[config.mk]
export PLATFORM = sky130hd
export DESIGN_NAME = ptfa_cell
export DESIGN_NICKNAME = d
export VERILOG_FILES = /design/src/design/ptfa_pkg.sv /design/src/design/ptfa_cell.sv
export SDC_FILE = /design/constraint.sdc
export NUM_CORES = 1
export LEC_CHECK = 0
export CAP_MARGIN = 40
export CORE_UTILIZATION = 40
export CTS_BUF_LIST = sky130_fd_sc_hd__clkbuf_8
export DETAILED_ROUTE_END_ITERATION = 7
export DONT_BUFFER_PORTS = 1
export GPL_ROUTABILITY_DRIVEN = 0
export PLACE_DENSITY = 0.65
export SETUP_SLACK_MARGIN = 0.05
export SLEW_MARGIN = 20
export SYNTH_ARGS = -nofsm -noshare
export SYNTH_HDL_FRONTEND = slang
export SYNTH_SLANG_ARGS = --single-unit
[constraint.sdc]
create_clock -name clk -period 9.8 [get_ports clk]
set_input_delay 0.49 -clock clk [delete_from_list [all_inputs] [get_ports clk]]
set_output_delay 0.49 -clock clk [all_outputs]
set_load 0.02 [all_outputs]
[src/design/ptfa_pkg.sv]
// Shared types, constants and codes for the page table frame allocator.
package ptfa_pkg;

  localparam int FRAMES_DEFAULT   = 64;
  localparam int MEM_LOG2_DEFAULT = 26;

  localparam int PID_W   = 32;
  localparam int PAGE_W  = 31;
  localparam int VA_W    = 31;
  localparam int SHIFT_W = 5;
  localparam int FRAME_W = 16;
  localparam int PA_W    = 26;
  localparam int STAT_W  = 2;

  localparam logic [SHIFT_W-1:0] PAGE_SHIFT_RESET = 5'd12;

  localparam logic ACT_ADD       = 1'b0;
  localparam logic ACT_TRANSLATE = 1'b1;

  localparam logic [STAT_W-1:0] STAT_OK       = 2'd0;
  localparam logic [STAT_W-1:0] STAT_ALREADY  = 2'd1;
  localparam logic [STAT_W-1:0] STAT_FULL     = 2'd2;
  localparam logic [STAT_W-1:0] STAT_UNMAPPED = 2'd3;

  typedef enum logic [1:0] {
    ST_IDLE,
    ST_SEARCH,
    ST_FINISH
  } ptfa_state_t;

  typedef struct packed {
    logic              action;
    logic [PID_W-1:0]  pid;
    logic [PAGE_W-1:0] map_page;
    logic [VA_W-1:0]   xlate_addr;
  } ptfa_req_t;

  typedef struct packed {
    logic [STAT_W-1:0]  status;
    logic [FRAME_W-1:0] frame_index;
    logic [PA_W-1:0]    physical_address;
  } ptfa_rsp_t;

  // Lookup key broadcast to every cell.
  typedef struct packed {
    logic [PID_W-1:0]  pid;
    logic [PAGE_W-1:0] page;
  } ptfa_key_t;

  // Claim of one frame by an add request.
  typedef struct packed {
    logic               en;
    logic [FRAME_W-1:0] idx;
  } ptfa_wr_t;

  // Search token that walks down the chain, one cell per cycle.
  typedef struct packed {
    logic               active;
    logic               hit;
    logic [FRAME_W-1:0] hit_idx;
    logic               free_found;
    logic [FRAME_W-1:0] free_idx;
  } ptfa_tok_t;

endpackage

[src/design/ptfa_cell.sv]
// One frame entry of the allocator chain: used bit, owner key and a token stage.
module ptfa_cell #(
  parameter int IDX   = 0,
  parameter int LIM_W = 7
) (
  input  logic                clk,
  input  logic                rst,
  input  ptfa_pkg::ptfa_key_t key,
  input  logic [LIM_W-1:0]    lim,
  input  ptfa_pkg::ptfa_wr_t  wr,
  input  ptfa_pkg::ptfa_tok_t tok_in,
  output ptfa_pkg::ptfa_tok_t tok_out
);
  import ptfa_pkg::*;

  localparam logic [FRAME_W-1:0] MY_IDX = FRAME_W'(IDX);
  localparam logic [LIM_W-1:0]   MY_POS = LIM_W'(IDX);

  logic      used;
  ptfa_key_t owner;
  ptfa_tok_t tok_next;
  logic      match;
  logic      eligible;

  always_comb begin
    match    = used && (owner == key);
    eligible = !used && (MY_POS < lim);
    tok_next = tok_in;
    if (match && !tok_in.hit) begin
      tok_next.hit     = 1'b1;
      tok_next.hit_idx = MY_IDX;
    end
    // The first free usable frame seen along the chain is the lowest one.
    if (eligible && !tok_in.free_found) begin
      tok_next.free_found = 1'b1;
      tok_next.free_idx   = MY_IDX;
    end
  end

  always_ff @(posedge clk) begin
    if (rst) begin
      used    <= 1'b0;
      tok_out <= '0;
    end else begin
      tok_out <= tok_next;
      if (wr.en && (wr.idx == MY_IDX)) begin
        used <= 1'b1;
      end
    end
  end

  always_ff @(posedge clk) begin
    if (wr.en && (wr.idx == MY_IDX)) begin
      owner <= key;
    end
  end

endmodule

; Word-level counts from Yosys, hierarchy flattened
; Cells that the tools add are included.
[totals]
ff_bits = 99
in_bits = 124
out_inout_bits = 35
wordCells = 23
[classes]
magnitude_cmp = 1
eq_ne = 1
mux = 2
reduce_logical = 11
[op_table]
columns = op, count
row1 = 63-bit equality test, 1
row2 = 17-bit 2-to-1 mux, 2
row3 = 16-bit zero test, 1
row4 = "1-bit by 7-bit less-than comparator with 1-bit output, first input constant", 1
row5 = 1-bit logical AND, 5
row6 = 2-bit OR reduction, 2
row7 = 1-bit zero test, 3

; Logic depth before layout (Yosys ltp)
; Gate-level depths: netlist of the first run.
[logic_depth]
ltp_word = 4
depth_mapped = 7
ltp_nobuf = 6

; Worst setup path before layout of the first run
; Ideal clock, no wire load.
[synth_path]
kind = input to register
startpoint = input wr[10] (netlist name)
endpoint = register owner[0] (netlist name) (enable)
setup_time_ns = 0.664
t_arrival_ns = 7.431
required_time_ns = 9.136
path_slack_ns = 1.705
path_stages = 3
path_buffers = 0
cell_sequence = nor4_1 -> nand4_1 -> nor4b_1
[synth_between]
elab_chain_len = 2
[synth_lines]
columns = item, line
row1 = from (decl), ptfa_cell.sv:10  ; input ptfa_pkg::ptfa_wr_t wr,
row2 = 16-bit zero test, ptfa_cell.sv:53  ; if (wr.en && (wr.idx == MY_IDX)) begin
row3 = 1-bit logical AND, ptfa_cell.sv:53
row4 = to (signal assigned), ptfa_cell.sv:54  ; owner <= key;
row5 = to (decl), ptfa_cell.sv:20  ; ptfa_key_t owner;
; Every way passes these cells.
; A chain may end at the register's enable or synchronous reset.

; Worst setup path in the final report of the first run
[layout_path]
startpoint = register owner[40] (netlist name)
endpoint = register tok_out[32] (netlist name)
[layout_between]
elab_chain_len = 4
[layout_lines]
columns = item, line
row1 = 63-bit equality test, ptfa_cell.sv:26  ; match = used && (owner == key);
row2 = 1-bit logical AND, ptfa_cell.sv:26
row3 = 1-bit logical AND, ptfa_cell.sv:29  ; if (match && !tok_in.hit) begin
row4 = 2-bit OR reduction (no line), -
row5 = to (signal assigned), ptfa_cell.sv:45  ; tok_out <= tok_next;
row6 = to (decl), ptfa_cell.sv:12  ; output ptfa_pkg::ptfa_tok_t tok_out
; Every way passes these cells.

==> results of run 1 <==
## per-stage QoR
| step | hold slack, ns | area (µm²) | utilization | total power, mW |
|---|---|---|---|---|
| final | 0.190 | 4120 | 0.448 | 0.742 |
| after global routing | 0.169 | 4120 | 0.448 | 0.770 |
| after CTS | 0.168 | 4120 | 0.448 | 0.753 |
| after detailed placement | 0.534 | 3920 | 0.426 | 0.492 |
| after global placement | 0.530 | 3920 | 0.426 | 0.491 |
| after floorplan | 0.463 | 3780 | - | 0.488 |
## synthesized netlist by cell type, types with 5 or more instances
cell | number | area share
a2111oi_0 | 5 | 0.012
nor2_1 | 5 | 0.0050
inv_1 | 14 | 0.014
and2_1 | 22 | 0.036
nand4_1 | 5 | 0.0083
xor2_1 | 39 | 0.090
nor4_1 | 13 | 0.021
edfxtp_1 | 63 | 0.50
nor2b_1 | 17 | 0.028
o22ai_1 | 5 | 0.0083
dfxtp_1 | 36 | 0.19
and2_4 | 10 | 0.023
## logic make-up (layout without fill, tap and decap cells)
| family | count (synthesis) | in the layout | synth area share |
|---|---|---|---|
| AOI/OAI and AO/OA | 19 | 19 | 0.0440 |
| xor gates and xnor gates | 42 | 42 | 0.0972 |
| DFF | 99 | 99 | 0.690 |
| buffers and inverters | 19 | 34 | 0.0208 |
| and+or+nand+nor | 82 | 82 | 0.147 |
## sequential cells by signal, summed over array words and instances (netlist names)
signal / cells
tok_out: 35
used: 1
owner: 63
## worst max-delay path by stage
stage | start | endpoint
5_1_grt | owner[40] | tok_out[32]
6_report | owner[40] | tok_out[32]
3_5_place_dp | key[42] | tok_out[17]
4_1_cts | owner[40] | tok_out[32]
2_1_floorplan | wr[10] | owner[0]
3_3_place_gp | key[18] | tok_out[20]
## power by group
group / internal (mW) / switching (mW)
Clock: 0.125 / 0.134
Combinational: 0.0129 / 0.00846
Sequential: 0.449 / 0.0113
## cell type report
class	instances	area (µm²)	area share
clock buffers	10	138	0.0334
clock inverters	6	63.8	0.0155
inverters	17	63.8	0.0155
multi-input cells	143	1100	0.266
flip-flops and latches	99	2610	0.634
well taps	111	139	0.0337
repair buffers	1	7.51	0.00182
## layout by cell type, fill, tap and decap left out, types with 2 or more instances in the layout
| master | instances |
|---|---|
| edfxtp_1 | 63 |
| xor2_1 | 39 |
| dfxtp_1 | 36 |
| and2_1 | 22 |
| nor2b_1 | 17 |
| inv_1 | 14 |
| nor4_1 | 13 |
| and2_4 | 10 |
| clkbuf_8 | 10 |
| nor2_1 | 5 |
| nand4_1 | 5 |
| a2111oi_0 | 5 |
| o22ai_1 | 5 |
| a21oi_1 | 3 |
| xnor2_1 | 3 |
| inv_2 | 3 |
| nand2_1 | 2 |
| clkinv_2 | 2 |
| clkinv_4 | 2 |
## routing by layer
metal	part of all wire	vias to the layer above	GRT usage
met5	0	-	0
met4	0.016	0	0.0701
met3	0.089	10	0.0520
met2	0.49	69	0.214
met1	0.40	925	0.157
li1	-	945	-
## worst register-to-register path: cells and delay by family (launching register included)
family,cells,cell delay [ns]
AOI/OAI and AO/OA,2,0.87
and+or+nand+nor,4,0.88
DFF,1,0.40
==> metrics.md, run 1 <==
| Metric | Value |
|---|---|
| Status | completed |
| Total GRT Usage | 0.134 |
| Clk sinks | 99 |
| Share of flip-flops with an asynchronous set or reset | 0 |
| Floorplan row count | 35 |
| Fmax | 445 MHz |
| Worst setup EP type | flop |
| Net count, final | 395 |
| Initial DRC count | 80 |
| Drt drc | 0 |
| Routed vias | 1949 |
| Buffers and inverters on the worst path | 0 |
| I/O Buffers | 0 |
| Final Non-Filler Cells | 387 |
| CTS buffer count | 9 |
| Detailed Place HPWL | 5110 µm |
| Final worst-path cycle share | 0.229 |
| Filler cells | 822 |
| Post-CTS Setup Inserts | 0 |
| Tmin final | 2.25 ns |
| WP depth | 6 |
| Worst Tran Pin Value | 0.836 ns |
| Launching point of the worst reg2reg path | owner[40] |
| Initial Util | 0.411 |
| IO Pins | 159 |
| Maximum fanout along the worst path | 16 |
| Critical path class | reg -> reg |
| Clock Latency Late Sink | 0.35 ns |
| Slew Limit Headroom | 0.443 |
| Global route overflow | 0 |
| CTS tree | done |
| Worst hold-check path type | in -> reg |
| Synthesized instance count | 261 |
| Drt pass-1 iters | 4 |
| Clock buffer depth | 2 |
| Hold Path Stages | 1 |
| Synthesis Warnings | 0 |
| Max stage delay cell, worst path | a2111oi_0 |
| Leak pwr | 1.46 nW |
| R2R depth | 6 |
| Number of setup violations in the final report | 0 |
| Post-Syn Nets | 385 |
| Vias in the first global route | 1996 |
| EDFF count, synth | 63 |
| Die ar. | 9850 µm² |
| Initial antenna violation count | 0 |
| Setup TNS | 0 ns |
| Area Growth Syn to Fin | 8.96% |
| Arr. time, crit path | 2.49 ns |
| Routed Antenna Nets | 0 |
| Origin of the worst min-delay path | rst |
| Reg2reg end | tok_out[32] |
| Hold Vio Cnt, Final | 0 |
| Ant diodes | 0 |
| Hold Buf Count CTS | 0 |
| Part of the Yosys area used for sequential elements | 0.690 |
| Max-slew violations | 0 |
| Cts repair resizes | 0 |
| Dpl ws | 7.40 ns |
| Setup crit start kind | flop |
| Family with the most delay on the worst path | simple AND/OR/NAND/NOR gates |
| Post-route setup slack | 7.55 ns |
| Die width | 99.3 µm |
| Die Y | 99.3 µm |
| Average vias per placed instance | 5.04 |
| First-pass GRT wire length | 9940 µm |
| CTS Root Cell | clkbuf_8 |
| Share of cells above drive strength 1 | 0.134 |
| Max-Cap Viols | 0 |
| Power Dens Cells | 180 nW/µm² |
| RSZ-0062 raised after global routing | no |
| Area of the mapped netlist | 3780 µm² |
| Reg-to-reg slack, setup | 7.55 ns |
| DRT Wirelength | 6690 µm |
| WHS Endpoint | tok_out[16] |
| H-tree level count | 3 |
| Max VDD drop | 0.0000931 V |
| Synthesized flop and latch total | 99 |
| Predominant post-synthesis flop cell | edfxtp_1 |
| Max Clock Skew | 0.0134 ns |
| Post-synth cell types | 32 |
| Reg clk slew, reported paths | 0.10 ns |
| Crit-path cells | nor2b_1 -> a2111oi_0 -> nand4_1 -> nor4_4 -> a31oi_2 -> and2_1 |
| Maximum number of pins on one net before global-route repair | 65 |
| Syn avg cell area | 14.5 µm² |
| Worst path max stage delay | 0.55 ns |
| Data required, critical path | 10.05 ns |
| DP Cell Count | 371 |
| Core Area | 9200 µm² |
| Detailed-route wire length per cell | 17.3 µm |
(Power assumes the default switching activity.)
==> run 2, diff against run 1 <==
--- a/config.mk
+++ b/config.mk
@@ -11,7 +11,7 @@
 export DETAILED_ROUTE_END_ITERATION = 7
 export DONT_BUFFER_PORTS = 1
 export GPL_ROUTABILITY_DRIVEN = 0
-export PLACE_DENSITY = 0.65
+export PLACE_DENSITY = 0.67
 export SETUP_SLACK_MARGIN = 0.05
 export SLEW_MARGIN = 20
 export SYNTH_ARGS = -nofsm -noshare
==> constraint.sdc (replaced) <==
create_clock -name clk -period 1.9 [get_ports clk]
set_input_delay 0.095 -clock clk [delete_from_list [all_inputs] [get_ports clk]]
set_output_delay 0.095 -clock clk [all_outputs]
set_load 0.02 [all_outputs]
==> metrics.md, run 2 (synthesis gave the netlist of run 1 again) <==
| Metric | Value |
|---|---|
| WP depth | 8 (+2) |
| Number of setup violations in the final report | 16 (+16) |
| Die ar. | 9850 µm² (unchanged) |
| Post-route setup slack | -0.145 ns (-7.70 ns) |
| Reg clk slew, reported paths | 0.10 ns (about the same) |
| Area occupied by multi-input gates | 1200 µm² (+9.5%) |
| CTS Root Cell | clkbuf_8 |
| CTS tree | done |
| CTS buffer count | 9 (unchanged) |
| Launching point of the worst reg2reg path | owner[53] |
| Average vias per placed instance | 4.95 (-1.7%) |
| Worst hold-check path type | in -> reg |
| First-pass GRT wire length | 13500 µm (+36%) |
| RSZ-0062 raised after global routing | yes |
| Max Clock Skew | 0.0118 ns (-0.00162 ns) |
| Max VDD drop | 0.000581 V (+520%) |
| Placed inst area | 4060 µm² (+3.5%) |
| Critical path class | reg -> reg |
| Initial Util | 0.411 (unchanged) |
| Worst setup endpoint | tok_out[19] |
| Commonest cells after routing, fill and taps aside | dlygate4sd3_1 (99), edfxtp_1 (63), xor2_1 (39) |
| Maximum fanout along the worst path | 16 (unchanged) |
| Die width | 99.3 µm (unchanged) |
| Worst Tran Pin Value | 0.402 ns (-0.434 ns) |
| Detailed-route wire length per cell | 18.0 µm (+4.3%) |
| Worst Setup SP | owner[53] |
| Clock buffer depth | 2 (unchanged) |
| Global route overflow | 0 (unchanged) |
| Share of cells above drive strength 1 | 0.154 (+0.0196) |
| Reg area | 2610 µm² (unchanged) |
| Status | finished, violations left |
| H-tree level count | 3 (unchanged) |
| Hold Vio Cnt, Final | 0 (unchanged) |
| Clk sinks | 99 (unchanged) |
| Buffers and inverters on the worst path | 2 (+2) |
| Tmin final | 2.04 ns (-0.202 ns) |
| Setup crit start kind | flop |
| Routed vias | 2451 (+26%) |
| Initial DRC count | 104 (+30%) |
| Clock Latency Late Sink | 0.35 ns (about the same) |
| Maximum number of pins on one net before global-route repair | 65 (unchanged) |
| Data required, critical path | 2.15 ns (-7.90 ns) |
| Worst setup EP type | flop |
| Die Y | 99.3 µm (unchanged) |
| Violated checks | negative setup slack |
| Max stage delay cell, worst path | edfxtp_1 |
| Max reg flops | 63 (unchanged) |
| Leak pwr | 1.96 nW (+34%) |
| Arr. time, crit path | 2.30 ns (-0.19 ns) |
| Net count, final | 503 (+27%) |
| Core Area | 9200 µm² (unchanged) |
| Slew Limit Headroom | 0.725 (+0.283) |
| Reg2reg end | tok_out[19] |
| Drt drc | 0 (unchanged) |
| Commonest non-fill, non-tap cell in the layout | dlygate4sd3_1 |
| Area Growth Syn to Fin | 41.3% |
| Biggest regs | owner: 63 flops, tok_out: 35 flops, used: 1 flops |
| Floorplan row count | 35 (unchanged) |
| R2R depth | 8 (+2) |
| Total GRT Usage | 0.183 (+0.0489) |
| IO Pins | 159 (unchanged) |
| Worst path max stage delay | 0.39 ns (-0.16 ns) |
| Filler cells | 739 (-10%) |
| Max-slew violations | 0 (unchanged) |
| Final worst-path cycle share | 1.08 (+0.847) |
| Vias in the first global route | 2690 (+35%) |
| Total power | 4.28 mW (+480%) |
| Final instance area | 5350 µm² (+30%) |
| Fmax | 489 MHz (+9.9%) |
| Family with the most delay on the worst path | simple AND/OR/NAND/NOR gates |
| Initial antenna violation count | 0 (unchanged) |
| Detailed Place HPWL | 5450 µm (+6.8%) |
| Routed Antenna Nets | 0 (unchanged) |
| Largest Register | owner |
| I/O Buffers | 0 (unchanged) |
| Max-Cap Viols | 0 (unchanged) |
| Ant diodes | 0 (unchanged) |
| DRT Wirelength | 8930 µm (+33%) |
| Crit-path cells | nor2b_1 -> a2111oi_4 -> o2111ai_2 -> nor4_2 -> buf_4 -> a31oi_2 -> buf_12 -> and2_1 |
| Drt pass-1 iters | 4 (unchanged) |
| Power Dens Cells | 800 nW/µm² (+340%) |
| Reg-to-reg slack, setup | -0.14 ns (-7.70 ns) |
## run 2: cell count changes in the layout (fill, tap and decap cells not counted), moves of 2 or more
cell	previous run	this run
nor4_2	1	5
buf_12	0	2
nor4_4	1	4
nor4_1	13	6
a2111oi_1	0	3
buf_4	1	8
and2_4	10	12
dlygate4sd3_1	0	99
bufinv_16	1	3
a2111oi_0	5	1
and2_1	22	20
## run 2: layout make-up
cell class | instances | area share
sequential | 99 | 0.489
multi-input combinational | 143 | 0.225
timing repair buffer | 109 | 0.204
tap | 111 | 0.0260
clock buffer | 9 | 0.0232
clock inverter | 7 | 0.0215
inverter | 17 | 0.0119
## run 2: worst reg2reg max path, stage by stage (launching register included)
cell and delay (ns):
edfxtp_1 0.39, nor2b_1 0.16, a2111oi_4 0.28, o2111ai_2 0.20, nor4_2 0.34, buf_4 0.17, a31oi_2 0.09, buf_12 0.17
and2_1 0.15
## run 2: stage by stage
step | setup TNS (ns) | util | hold slack, ns | setup slack [ns] | cells
3_5_place_dp | -4.04 | 0.441 | 0.166 | -0.262 | 379
5_1_grt | -3.76 | 0.581 | 0.0632 | -0.241 | 495
4_1_cts | -3.21 | 0.578 | 0.0613 | -0.214 | 494
6_report | -2.21 | 0.581 | 0.0777 | -0.145 | 495
2_1_floorplan | -73.24 | - | 0.162 | -1.15 | 261
3_3_place_gp | -3.34 | 0.441 | 0.164 | -0.210 | 379
## run 2: worst min path at each step
stage                       from          end  slack [ns]  cells past startpoint
after floorplan              rst         used        0.16                      1
after global placement       rst         used        0.16                      1
after detailed placement     rst         used        0.17                      1
after CTS                 lim[0]  tok_out[16]        0.06                      4
after global routing         rst  tok_out[26]        0.06                      3
final                     lim[0]  tok_out[16]        0.08                      4
## run 2: power by group
group / internal (mW) / switching [mW]
Combinational: 0.216 / 0.0887
Clock: 0.873 / 0.723
Sequential: 2.32 / 0.0603
Total: 3.41 / 0.871
## run 2: what timing repair did
action	4_1_cts	5_1_grt
hold buffers	99	0
setup endpoints to repair	17	17
setup buffers	0	1
gates resized for setup	6	8
pin swaps	2	8
endpoints found under the hold margin	99	0
## run 2: metal layers
metal	share of wire	wire length (µm)	GRT usage	vias to the layer above
met4	0.018	158	0.0781	0
met1	0.40	3540	0.213	1190
met3	0.062	551	0.0485	16
met2	0.52	4680	0.319	81
li1	-	-	-	1164
met5	0	0	0	-
